File: src/design/itaf_pkg.sv
package itaf_pkg;

    localparam int VAL_W       = 32;
    localparam int OP_W        = 2;
    localparam int CHAR_W      = 7;
    localparam int NDIG        = 10;
    localparam int DIG_W       = NDIG * 4;
    localparam int IDX_W       = $clog2(NDIG);
    localparam int CNT_W       = $clog2(VAL_W);
    localparam int QUEUE_DEPTH = 2;

    localparam logic [OP_W-1:0] OP_SDEC = 2'd0;
    localparam logic [OP_W-1:0] OP_UDEC = 2'd1;
    localparam logic [OP_W-1:0] OP_HEX  = 2'd2;

    localparam logic [CHAR_W-1:0] CH_ZERO  = 7'h30;
    localparam logic [CHAR_W-1:0] CH_NINE  = 7'h39;
    localparam logic [CHAR_W-1:0] CH_ONE   = 7'h31;
    localparam logic [CHAR_W-1:0] CH_UA    = 7'h41;
    localparam logic [CHAR_W-1:0] CH_X     = 7'h78;
    localparam logic [CHAR_W-1:0] CH_MINUS = 7'h2D;
    localparam logic [CHAR_W-1:0] CH_SPACE = 7'h20;

    typedef struct packed {
        logic             hex;
        logic             neg;
        logic [VAL_W-1:0] mag;
    } t_entry;

    typedef enum logic [1:0] {
        ST_IDLE,
        ST_CONV,
        ST_FIND,
        ST_EMIT
    } t_state;

    function automatic logic [CHAR_W-1:0] digit_char(input logic [3:0] d);
        logic [CHAR_W-1:0] w;
        w = {3'b000, d};
        if (d < 4'd10) begin
            return CH_ZERO + w;
        end else begin
            return CH_UA + w - 7'd10;
        end
    endfunction

endpackage

File: src/design/itaf_front.sv
module itaf_front
    import itaf_pkg::*;
(
    input  logic [OP_W-1:0]  i_opcode,
    input  logic [VAL_W-1:0] i_value,
    input  logic             i_valid,
    output logic             o_push,
    output t_entry           o_entry
);

    logic w_neg;

    // drop the unused opcode, split sign from magnitude
    assign w_neg         = (i_opcode == OP_SDEC) && i_value[VAL_W-1];
    assign o_push        = i_valid && ((i_opcode == OP_SDEC) || (i_opcode == OP_UDEC) ||
                                       (i_opcode == OP_HEX));
    assign o_entry.hex   = (i_opcode == OP_HEX);
    assign o_entry.neg   = w_neg;
    assign o_entry.mag   = w_neg ? (~i_value + VAL_W'(1)) : i_value;

endmodule

File: src/design/itaf_queue.sv
module itaf_queue
    import itaf_pkg::*;
#(
    parameter int DEPTH = QUEUE_DEPTH
) (
    input  logic   i_clk,
    input  logic   i_rst_n,
    input  logic   i_push,
    input  t_entry i_entry,
    output logic   o_full,
    input  logic   i_pop,
    output logic   o_valid,
    output t_entry o_entry
);

    localparam int AW = (DEPTH > 1) ? $clog2(DEPTH) : 1;
    localparam int CW = $clog2(DEPTH + 1);

    t_entry          r_mem [DEPTH];
    logic [AW-1:0]   r_wr;
    logic [AW-1:0]   r_rd;
    logic [CW-1:0]   r_cnt;
    logic            w_wr_en;
    logic            w_rd_en;

    assign o_full   = (r_cnt == CW'(DEPTH));
    assign o_valid  = (r_cnt != '0);
    assign o_entry  = r_mem[r_rd];
    assign w_wr_en  = i_push && !o_full;
    assign w_rd_en  = i_pop && o_valid;

    always_ff @(posedge i_clk) begin
        if (w_wr_en) begin
            r_mem[r_wr] <= i_entry;
        end
    end

    always_ff @(posedge i_clk) begin
        if (!i_rst_n) begin
            r_wr  <= '0;
            r_rd  <= '0;
            r_cnt <= '0;
        end else begin
            if (w_wr_en) begin
                r_wr <= (r_wr == AW'(DEPTH - 1)) ? '0 : r_wr + AW'(1);
            end
            if (w_rd_en) begin
                r_rd <= (r_rd == AW'(DEPTH - 1)) ? '0 : r_rd + AW'(1);
            end
            if (w_wr_en && !w_rd_en) begin
                r_cnt <= r_cnt + CW'(1);
            end else if (w_rd_en && !w_wr_en) begin
                r_cnt <= r_cnt - CW'(1);
            end
        end
    end

endmodule

File: src/design/itaf_back.sv
module itaf_back
    import itaf_pkg::*;
(
    input  logic              i_clk,
    input  logic              i_rst_n,
    input  logic              i_q_valid,
    input  t_entry            i_q_entry,
    output logic              o_q_pop,
    output logic              o_valid,
    input  logic              i_stall,
    output logic [CHAR_W-1:0] o_character,
    output logic              o_last
);

    t_state             r_state, n_state;
    logic [VAL_W-1:0]   r_bin, n_bin;
    logic [DIG_W-1:0]   r_dig, n_dig;
    logic [CNT_W-1:0]   r_cnt, n_cnt;
    logic               r_hex, n_hex;
    logic [1:0]         r_pre, n_pre;
    logic [IDX_W-1:0]   r_idx, n_idx;
    logic               r_out_valid, n_out_valid;
    logic [CHAR_W-1:0]  r_out_char, n_out_char;
    logic               r_out_last, n_out_last;

    logic [DIG_W-1:0]   w_adj;
    logic [IDX_W-1:0]   w_top;
    logic               w_out_free;
    logic [3:0]         w_nib;
    logic [CHAR_W-1:0]  w_char;

    assign w_out_free = !r_out_valid || !i_stall;
    assign w_nib      = r_dig[{r_idx, 2'b00} +: 4];

    always_comb begin
        logic [3:0] v_nib;
        for (int i = 0; i < NDIG; i++) begin
            v_nib = r_dig[i*4 +: 4];
            w_adj[i*4 +: 4] = (v_nib >= 4'd5) ? v_nib + 4'd3 : v_nib;
        end
    end

    always_comb begin
        w_top = '0;
        for (int i = 0; i < NDIG; i++) begin
            if (r_dig[i*4 +: 4] != 4'd0) begin
                w_top = IDX_W'(i);
            end
        end
    end

    always_comb begin
        if (r_pre != 2'd0) begin
            if (r_hex) begin
                w_char = (r_pre == 2'd2) ? CH_ZERO : CH_X;
            end else begin
                w_char = CH_MINUS;
            end
        end else begin
            w_char = digit_char(w_nib);
        end
    end

    always_ff @(posedge i_clk) begin
        if (!i_rst_n) begin
            r_state     <= ST_IDLE;
            r_out_valid <= 1'b0;
        end else begin
            r_state     <= n_state;
            r_out_valid <= n_out_valid;
        end
    end

    always_ff @(posedge i_clk) begin
        r_bin      <= n_bin;
        r_dig      <= n_dig;
        r_cnt      <= n_cnt;
        r_hex      <= n_hex;
        r_pre      <= n_pre;
        r_idx      <= n_idx;
        r_out_char <= n_out_char;
        r_out_last <= n_out_last;
    end

    always_comb begin
        n_state     = r_state;
        n_bin       = r_bin;
        n_dig       = r_dig;
        n_cnt       = r_cnt;
        n_hex       = r_hex;
        n_pre       = r_pre;
        n_idx       = r_idx;
        n_out_valid = r_out_valid && i_stall;
        n_out_char  = r_out_char;
        n_out_last  = r_out_last;
        o_q_pop     = 1'b0;

        unique case (r_state)
            ST_IDLE: begin
                o_q_pop = 1'b1;
                if (i_q_valid) begin
                    n_hex = i_q_entry.hex;
                    n_cnt = '0;
                    if (i_q_entry.hex) begin
                        n_dig   = {{(DIG_W-VAL_W){1'b0}}, i_q_entry.mag};
                        n_pre   = 2'd2;
                        n_state = ST_FIND;
                    end else begin
                        n_bin   = i_q_entry.mag;
                        n_dig   = '0;
                        n_pre   = i_q_entry.neg ? 2'd1 : 2'd0;
                        n_state = ST_CONV;
                    end
                end
            end
            ST_CONV: begin
                n_dig = {w_adj[DIG_W-2:0], r_bin[VAL_W-1]};
                n_bin = {r_bin[VAL_W-2:0], 1'b0};
                n_cnt = r_cnt + CNT_W'(1);
                if (r_cnt == CNT_W'(VAL_W - 1)) begin
                    n_state = ST_FIND;
                end
            end
            ST_FIND: begin
                n_idx   = w_top;
                n_state = ST_EMIT;
            end
            ST_EMIT: begin
                if (w_out_free) begin
                    n_out_valid = 1'b1;
                    n_out_char  = w_char;
                    n_out_last  = (r_pre == 2'd0) && (r_idx == '0);
                    if (r_pre != 2'd0) begin
                        n_pre = r_pre - 2'd1;
                    end else if (r_idx == '0) begin
                        n_state = ST_IDLE;
                    end else begin
                        n_idx = r_idx - IDX_W'(1);
                    end
                end
            end
            default: begin
                n_state = ST_IDLE;
            end
        endcase
    end

    assign o_valid     = r_out_valid;
    assign o_character = r_out_char;
    assign o_last      = r_out_last;

endmodule

File: src/design/integer_to_ascii_formatter.sv
// Integer to ASCII formatter.
// Input channel (i_valid / o_stall) takes one beat of i_opcode and i_value:
// signed decimal, unsigned decimal, or hexadecimal with a 0x prefix. An
// unused opcode is taken and dropped without output.
// Output channel (o_valid / i_stall) gives one ASCII character per beat,
// most significant first, leading zeros suppressed, o_last on the final one.
// A front stage splits sign from magnitude and writes a small queue; the
// back end reads it, runs a 32-step shift-and-add-3 BCD conversion for
// decimal, finds the leading digit, then emits characters. An item gives
// at most 11 characters. While the back end works on one item, the queue
// takes up to QUEUE_DEPTH further items before o_stall rises.
// A stalled output holds its character; the back end waits and the queue
// fills. Synchronous reset empties the queue and drops any pending beat.
module integer_to_ascii_formatter
    import itaf_pkg::*;
#(
    parameter int QUEUE_DEPTH_P = QUEUE_DEPTH
) (
    input  logic              i_clk,
    input  logic              i_rst_n,
    input  logic              i_valid,
    output logic              o_stall,
    input  logic [OP_W-1:0]   i_opcode,
    input  logic [VAL_W-1:0]  i_value,
    output logic              o_valid,
    input  logic              i_stall,
    output logic [CHAR_W-1:0] o_character,
    output logic              o_last
);

    logic   w_push;
    t_entry w_push_entry;
    logic   w_full;
    logic   w_pop;
    logic   w_q_valid;
    t_entry w_q_entry;

    itaf_front u_front (
        .i_opcode (i_opcode),
        .i_value  (i_value),
        .i_valid  (i_valid),
        .o_push   (w_push),
        .o_entry  (w_push_entry)
    );

    itaf_queue #(
        .DEPTH (QUEUE_DEPTH_P)
    ) u_queue (
        .i_clk   (i_clk),
        .i_rst_n (i_rst_n),
        .i_push  (w_push),
        .i_entry (w_push_entry),
        .o_full  (w_full),
        .i_pop   (w_pop),
        .o_valid (w_q_valid),
        .o_entry (w_q_entry)
    );

    itaf_back u_back (
        .i_clk       (i_clk),
        .i_rst_n     (i_rst_n),
        .i_q_valid   (w_q_valid),
        .i_q_entry   (w_q_entry),
        .o_q_pop     (w_pop),
        .o_valid     (o_valid),
        .i_stall     (i_stall),
        .o_character (o_character),
        .o_last      (o_last)
    );

    assign o_stall = w_full;

endmodule

File: config.mk
export PLATFORM = sky130hd
export DESIGN_NAME = integer_to_ascii_formatter
export DESIGN_NICKNAME = d
export VERILOG_FILES = /design/src/design/itaf_pkg.sv /design/src/design/itaf_front.sv /design/src/design/itaf_queue.sv /design/src/design/itaf_back.sv /design/src/design/integer_to_ascii_formatter.sv
export SDC_FILE = /design/constraint.sdc
export NUM_CORES = 1
export LEC_CHECK = 0
export ABC_AREA = 1
export BUFFER_PORTS_ARGS = -buffer_cell sky130_fd_sc_hd__buf_4
export CAP_MARGIN = 20
export CORE_MARGIN = 4
export CORE_UTILIZATION = 45
export DETAILED_ROUTE_END_ITERATION = 8
export PLACE_DENSITY = 0.67
export SLEW_MARGIN = 20
export SYNTH_ARGS = -nofsm -noshare
export SYNTH_HDL_FRONTEND = slang
export SYNTH_SLANG_ARGS = --single-unit
File: constraint.sdc
create_clock -name i_clk -period 3.9 [get_ports i_clk]
set_input_delay 0.78 -clock i_clk [delete_from_list [all_inputs] [get_ports i_clk]]
set_output_delay 0.78 -clock i_clk [all_outputs]
set_load 0.1 [all_outputs]
Yosys cells after proc, flatten, opt, wreduce, memory -nomap -nowiden
Memories as Yosys holds them, arrays and structs flattened. A register that Yosys moved wholly into a read port is not among the register bits.
Index checks and enable logic that the tools add are counted.
Storage, ports and cells
  input bits: 38
  bits in latches: 0
  bits in registers: 99
  bits in read-only memories: 0
  bits in writable memories: 68
  word-level logic and storage cells: 166
  memories kept: 1
Memory list
  u_queue.r_mem: depth 2, width 34, read ports 1, clocked after Yosys merged registers in 1, write ports 1, RTL line itaf_queue.sv:19  | t_entry r_mem [DEPTH];
Cells by class
  $add $sub $neg: 21
  bitwise gates (word level): 1
  reductions and logical operators: 42
  multiplexer cells: 60
  multiply operators: 0
  divide/modulo/power cells: 0
  equality and inequality tests: 16
  shifts and indexed selects: 1
  order comparisons: 11
Operators by type and width (count)
  two-way mux 32 bit: 4
  one-hot mux 40 bit (2 select lines): 1
  one-hot mux 32 bit (2 select lines): 1
  two-way mux 4 bit: 14
  >= comparator 4 x 3 -> 1 bit, second input constant: 10
  two-way mux 40 bit: 1
  variable part select 40 x 7 -> 4 bit: 1
  adder 4 x 2 -> 4 bit, second input constant: 9
  nonzero test 4 bit: 9
  adder 32 x 1 -> 32 bit, second input constant: 1
  NOT 32 bit: 1
  two-way mux 2 bit: 14
  two-way mux 7 bit: 4
  two-way mux 3 bit: 5
  nonzero test 2 bit: 6
  two-way mux 1 bit: 11
  == test 2 bit, second input constant: 5
  one-hot mux 5 bit (2 select lines): 1
  logical AND 1 bit: 8
  != test 2 x 1 -> 1 bit, second input constant: 4
  != test 2 bit, second input constant: 4
  one-hot mux 2 bit (4 select lines): 1
  one-hot mux 4 bit (2 select lines): 1
  AND reduction 4 bit: 2
  21 further kinds: 34

Depth between registers and ports, before layout
  depth after elaboration: 11
  gate-level depth with buffers: 15
  gate-level depth less buffers: 13

Modules after synthesis
From an unflattened synthesis, not the netlist that was laid out.
Unflattened totals
  cells, all modules: 1027
  area total of the unflattened synthesis: 9570.4 um^2
Modules (own cells, without submodules)
  itaf_back: cells an instance 652, area each 5577.8 um^2, times used 1, sequential area each 2822.7 um^2
  itaf_queue: cells an instance 143, area each 2854.0 um^2, times used 1, sequential area each 2142.1 um^2
  itaf_front: cells an instance 232, area each 1138.6 um^2, times used 1, sequential area each 0.0 um^2

Worst setup path before layout
OpenSTA, ideal clock, no wires.
  path kind: register to register
  from: reg u_back.r_state[1]
  to: reg u_back.r_bin[0] (enable)
  path buffers: 2
  setup slack: 0.799 ns
  stages on the path, launching flop included: 7
  data arrival time: 2.669 ns
  period minus slack after synthesis: 3.101 ns
  library setup time: 0.432 ns
  data required time: 3.468 ns
  cells stage by stage: dfxtp_1 inv_1 ha_1 buf_2 clkbuf_1 nand2_1 a21oi_1
On the way
  longest elaborated chain between the ends: 3
  elaborated cells between the ends (all ways): 6
  those cells by class: 3 x eq/ne; 3 x reduce/logical
Ends and longest elaborated chain
  start: declaration: RTL line itaf_back.sv:15  | t_state r_state, n_state;
  start signal: assignment: RTL line itaf_back.sv:69  | r_state <= n_state;
  zero test 2 bit / == test 2 x 1 -> 1 bit (equally long branches): RTL line itaf_back.sv:98  | unique case (r_state)
  != test 2 bit (no source line) / nonzero test 2 bit (equally long branches)
  AND reduction 3 bit (no source line) *
  end signal: assignment: RTL line itaf_back.sv:75  | r_bin <= n_bin;
  end: declaration: RTL line itaf_back.sv:16  | logic [VAL_W-1:0] r_bin, n_bin;
Mark *: on every way between the ends. The rest lies on a longest branch, timed or not.
A chain may end at the register's enable or synchronous reset.

Worst setup path in the final report
  from: reg u_back.r_state[1]
  to: reg u_back.r_dig[13] (enable)
On the way
  longest elaborated chain between the ends: 3
  elaborated cells between the ends (all ways): 5
  those cells by class: 2 x eq/ne; 3 x reduce/logical
Ends and longest elaborated chain
  == test 2 x 1 -> 1 bit / zero test 2 bit (equally long branches): RTL line itaf_back.sv:98
  nonzero test 2 bit (no source line) / != test 2 bit (equally long branches)
  AND reduction 2 bit (no source line) *
  end signal: assignment: RTL line itaf_back.sv:76  | r_dig <= n_dig;
  end: declaration: RTL line itaf_back.sv:17  | logic [DIG_W-1:0] r_dig, n_dig;
Marks and branches as above.

==> flow_metrics.tcl <==
set metrics [dict create \
    wl_um 18090 \
    clockBufferDepth 2 \
    finalHoldViolCount 0 \
    cts_buffers 17 \
    post-cts-setup-buffer-count 0 \
    powerDensity_mw_per_mm2 752.8 \
    num_io_pins 48 \
    dr.pass1.iters 6 \
    overflow 0 \
    track_usage 0.1689 \
    die-area_mm2 0.02209 \
    synth_edf_count 160 \
    vias_per_cell 5.093 \
    drive_gt1_frac 0.1108 \
    synth-main-ff-cell "edfxtp_1" \
    yosysWarnings 0 \
    ys_ff_latch 168 \
    tns_ps 0 \
    finalMaxSlewViolations 0 \
    vias 6499 \
    drcViolationCount 0 \
    finalPower_mw 7.576 \
    hpwlAfterDp_um 12770 \
    dr.first_iter.drc_count 489 \
    core_mm2 0.01946 \
    setup-violations-final 0 \
    swShare 0.3941 \
    antenna_cells 0 \
    antenna_found_initial 0 \
    grt_pass1_wl_um 29650 \
    criticalPathCategory "flop to flop" \
    clkTransAtPathRegs_ps 60 \
    cts_tree "yes" \
    clk_latency_ps 420 \
    clockRootBuffer "clkbuf_16" \
    portBuffers 47 \
    internal_power_mw 4.591 \
    rsz0062_at_grt "no" \
    nets 1069 \
    p_seq_frac 0.423 \
    ant_nets 0 \
    cts_hold_buffers 0 \
    syn_inst 956 \
    die_h_um 148.6 \
    synth-async-reset-ratio 0 \
    cp-start-kind "flop" \
    holdWs_ps 453.1 \
    fin_crit_sh 0.6213 \
    start_util 0.4573 \
    comb_power_share 0.369 \
    rows 51 \
    grt_pass1_vias 6028 \
    cts-htree-levels 4 \
    synth_area_mm2 0.008900 \
    gp_congestion 0.8885 \
    hold_class "flop to flop" \
    fmax_ghz 0.4127 \
    power.leakage_nw 4.081 \
    ys_seq_area_frac 0.5579 \
    vdd_drop_max_mv 0.3232 \
    path_max_fanout 28 \
    die_x_um 148.6 \
    fillers 1750 \
    slew_headroom 0.4445 \
    p_sw_mw 2.986 \
    avgSynthCellArea_um2 9.309 \
    worst_slew_pin_slew_ps 833.3 \
    period_minus_slack_ps 2423 \
    avgRoutedWirePerCell_um 14.17 \
    cp.arrival_ps 2510 \
    ctsResizeCount 0 \
    grt_start_max_net_pins 82 \
    ys_types 42 \
    outcome "complete, no violations" \
    syn_nets 1026 \
    clock_power_share 0.208 \
    area_growth_syn_to_layout_pct 13.09 \
    cap_violations 0 \
    cts_sinks 168 \
    crit_required_ps 3990 \
    setup.worst_path.end_class "flop" \
    clock_skew_ps 6.984 \
]
-- critical path, stage by stage (launching register included) --
cell and delay, ps:
dfxtp_1 330, inv_1 100, ha_1 170, inv_1 100, a21oi_1 350, inv_1 160
nand2_2 410, buf_4 450
-- stage by stage --
stage / util / cells / cell area (um2) / setup WS, ps
2_1_floorplan: - / 956 / 8900 / 798.9
3_5_place_dp: 0.4888 / 1245 / 9513 / 1044
3_3_place_gp: 0.4888 / 1245 / 9513 / 1085
5_1_grt: 0.5171 / 1276 / 10060 / 1289
6_report: 0.5171 / 1276 / 10060 / 1477
4_1_cts: 0.5171 / 1276 / 10060 / 1473
-- power by group through the flow --
stage	Sequential (mW)	Combinational, mW	Clock [mW]
final	3.21	2.80	1.58
after global placement	3.23	2.76	0
after floorplan	3.20	2.06	0
after CTS	3.21	2.82	1.61
after detailed placement	3.24	2.81	0
after global routing	3.28	3.21	1.69
-- layout by cell type (no fill, tap or decap), drive strengths merged --
master,n
a211oi,4
a21boi,2
a21oi,39
a22o,1
a22oi,1
a31oi,2
buf,55
bufinv,1
clkbuf,17
clkinv,7
clkinvlp,3
dfxtp,8
edfxtp,160
ha,32
inv,112
nand2,183
nand3,50
nand3b,1
nand4,4
nor2,141
nor3,7
nor4,2
o2111ai,5
o211ai,3
o21ai,111
o22ai,9
o31ai,2
o32ai,6
or2,4
xnor2,9
xor2,30
-- sequential cells by signal (all words and copies together), names as in the netlist, named ones only --
register	count
u_queue.r_wr	1
u_back.r_dig	40
u_queue.r_rd	1
u_back.r_idx	4
u_back.o_last	1
u_back.r_hex	1
u_back.r_pre	2
u_back.r_cnt	5
u_back.o_valid	1
u_back.o_character	7
u_queue.r_cnt	2
u_back.r_bin	32
u_back.r_state	2
u_queue.r_mem	68
-- Yosys cell counts, types with 2 or more instances --
cell type,number,share of area
a31oi_1,2,0.0014
dfxtp_1,8,0.018
or2_2,3,0.0021
inv_2,9,0.0038
ha_1,32,0.045
o32ai_1,6,0.0059
inv_1,99,0.042
xor2_1,30,0.030
nand2_1,180,0.076
edfxtp_1,160,0.54
xnor2_1,9,0.0089
buf_1,7,0.0030
o21ai_1,8,0.0045
clkbuf_1,13,0.0055
nand2_4,2,0.0025
o31ai_1,2,0.0017
o2111ai_1,5,0.0049
buf_2,8,0.0045
nor2_1,137,0.058
o21ai_0,102,0.057
nor4_1,2,0.0014
nor3_1,7,0.0039
a21oi_1,39,0.022
o22ai_1,9,0.0063
o211ai_1,3,0.0025
nand4_1,4,0.0028
nor2_2,3,0.0021
buf_6,2,0.0025
nand3_1,49,0.028
a211oi_1,4,0.0034
-- metal layers --
layer / global-route usage / vias up / wire length (um)
met4: 0.06282 / 0 / 420
met1: 0.2419 / 2985 / 8830
li1: - / 3332 / -
met3: 0.03382 / 32 / 826
met5: 0 / - / 0
met2: 0.2557 / 150 / 8010
-- path summary, 6_finish.rpt --
check                     from                to  slack, ps  cells past startpoint
max reg2reg  u_back.r_state[1]  u_back.r_dig[13]       1480                      7
min               u_queue.r_rd      u_queue.r_rd        450                      1
min reg2reg       u_queue.r_rd      u_queue.r_rd        450                      1
max          u_back.r_state[1]  u_back.r_dig[13]       1480                      7
-- area by class of cell --
cell class / instances / area [um2] / share of cell area
flip-flops and latches: 168 / 4965 / 0.4933
clock inverters: 14 / 126.4 / 0.01256
well taps: 265 / 331.6 / 0.03294
inverters: 109 / 411.6 / 0.04090
repair buffers: 55 / 412.9 / 0.04102
multi-input cells: 648 / 3392 / 0.3370
clock buffers: 17 / 425.4 / 0.04227
-- cells by family after synthesis --
family,synth area share
AO/OA/AOI/OAI,0.1144
flip-flops,0.5579
buffers and inverters,0.06256
AND/OR/NAND/NOR,0.1818
adder cells (fa/ha/maj),0.04499
XOR/XNOR,0.03838
Power figures use the tool's default switching activity.
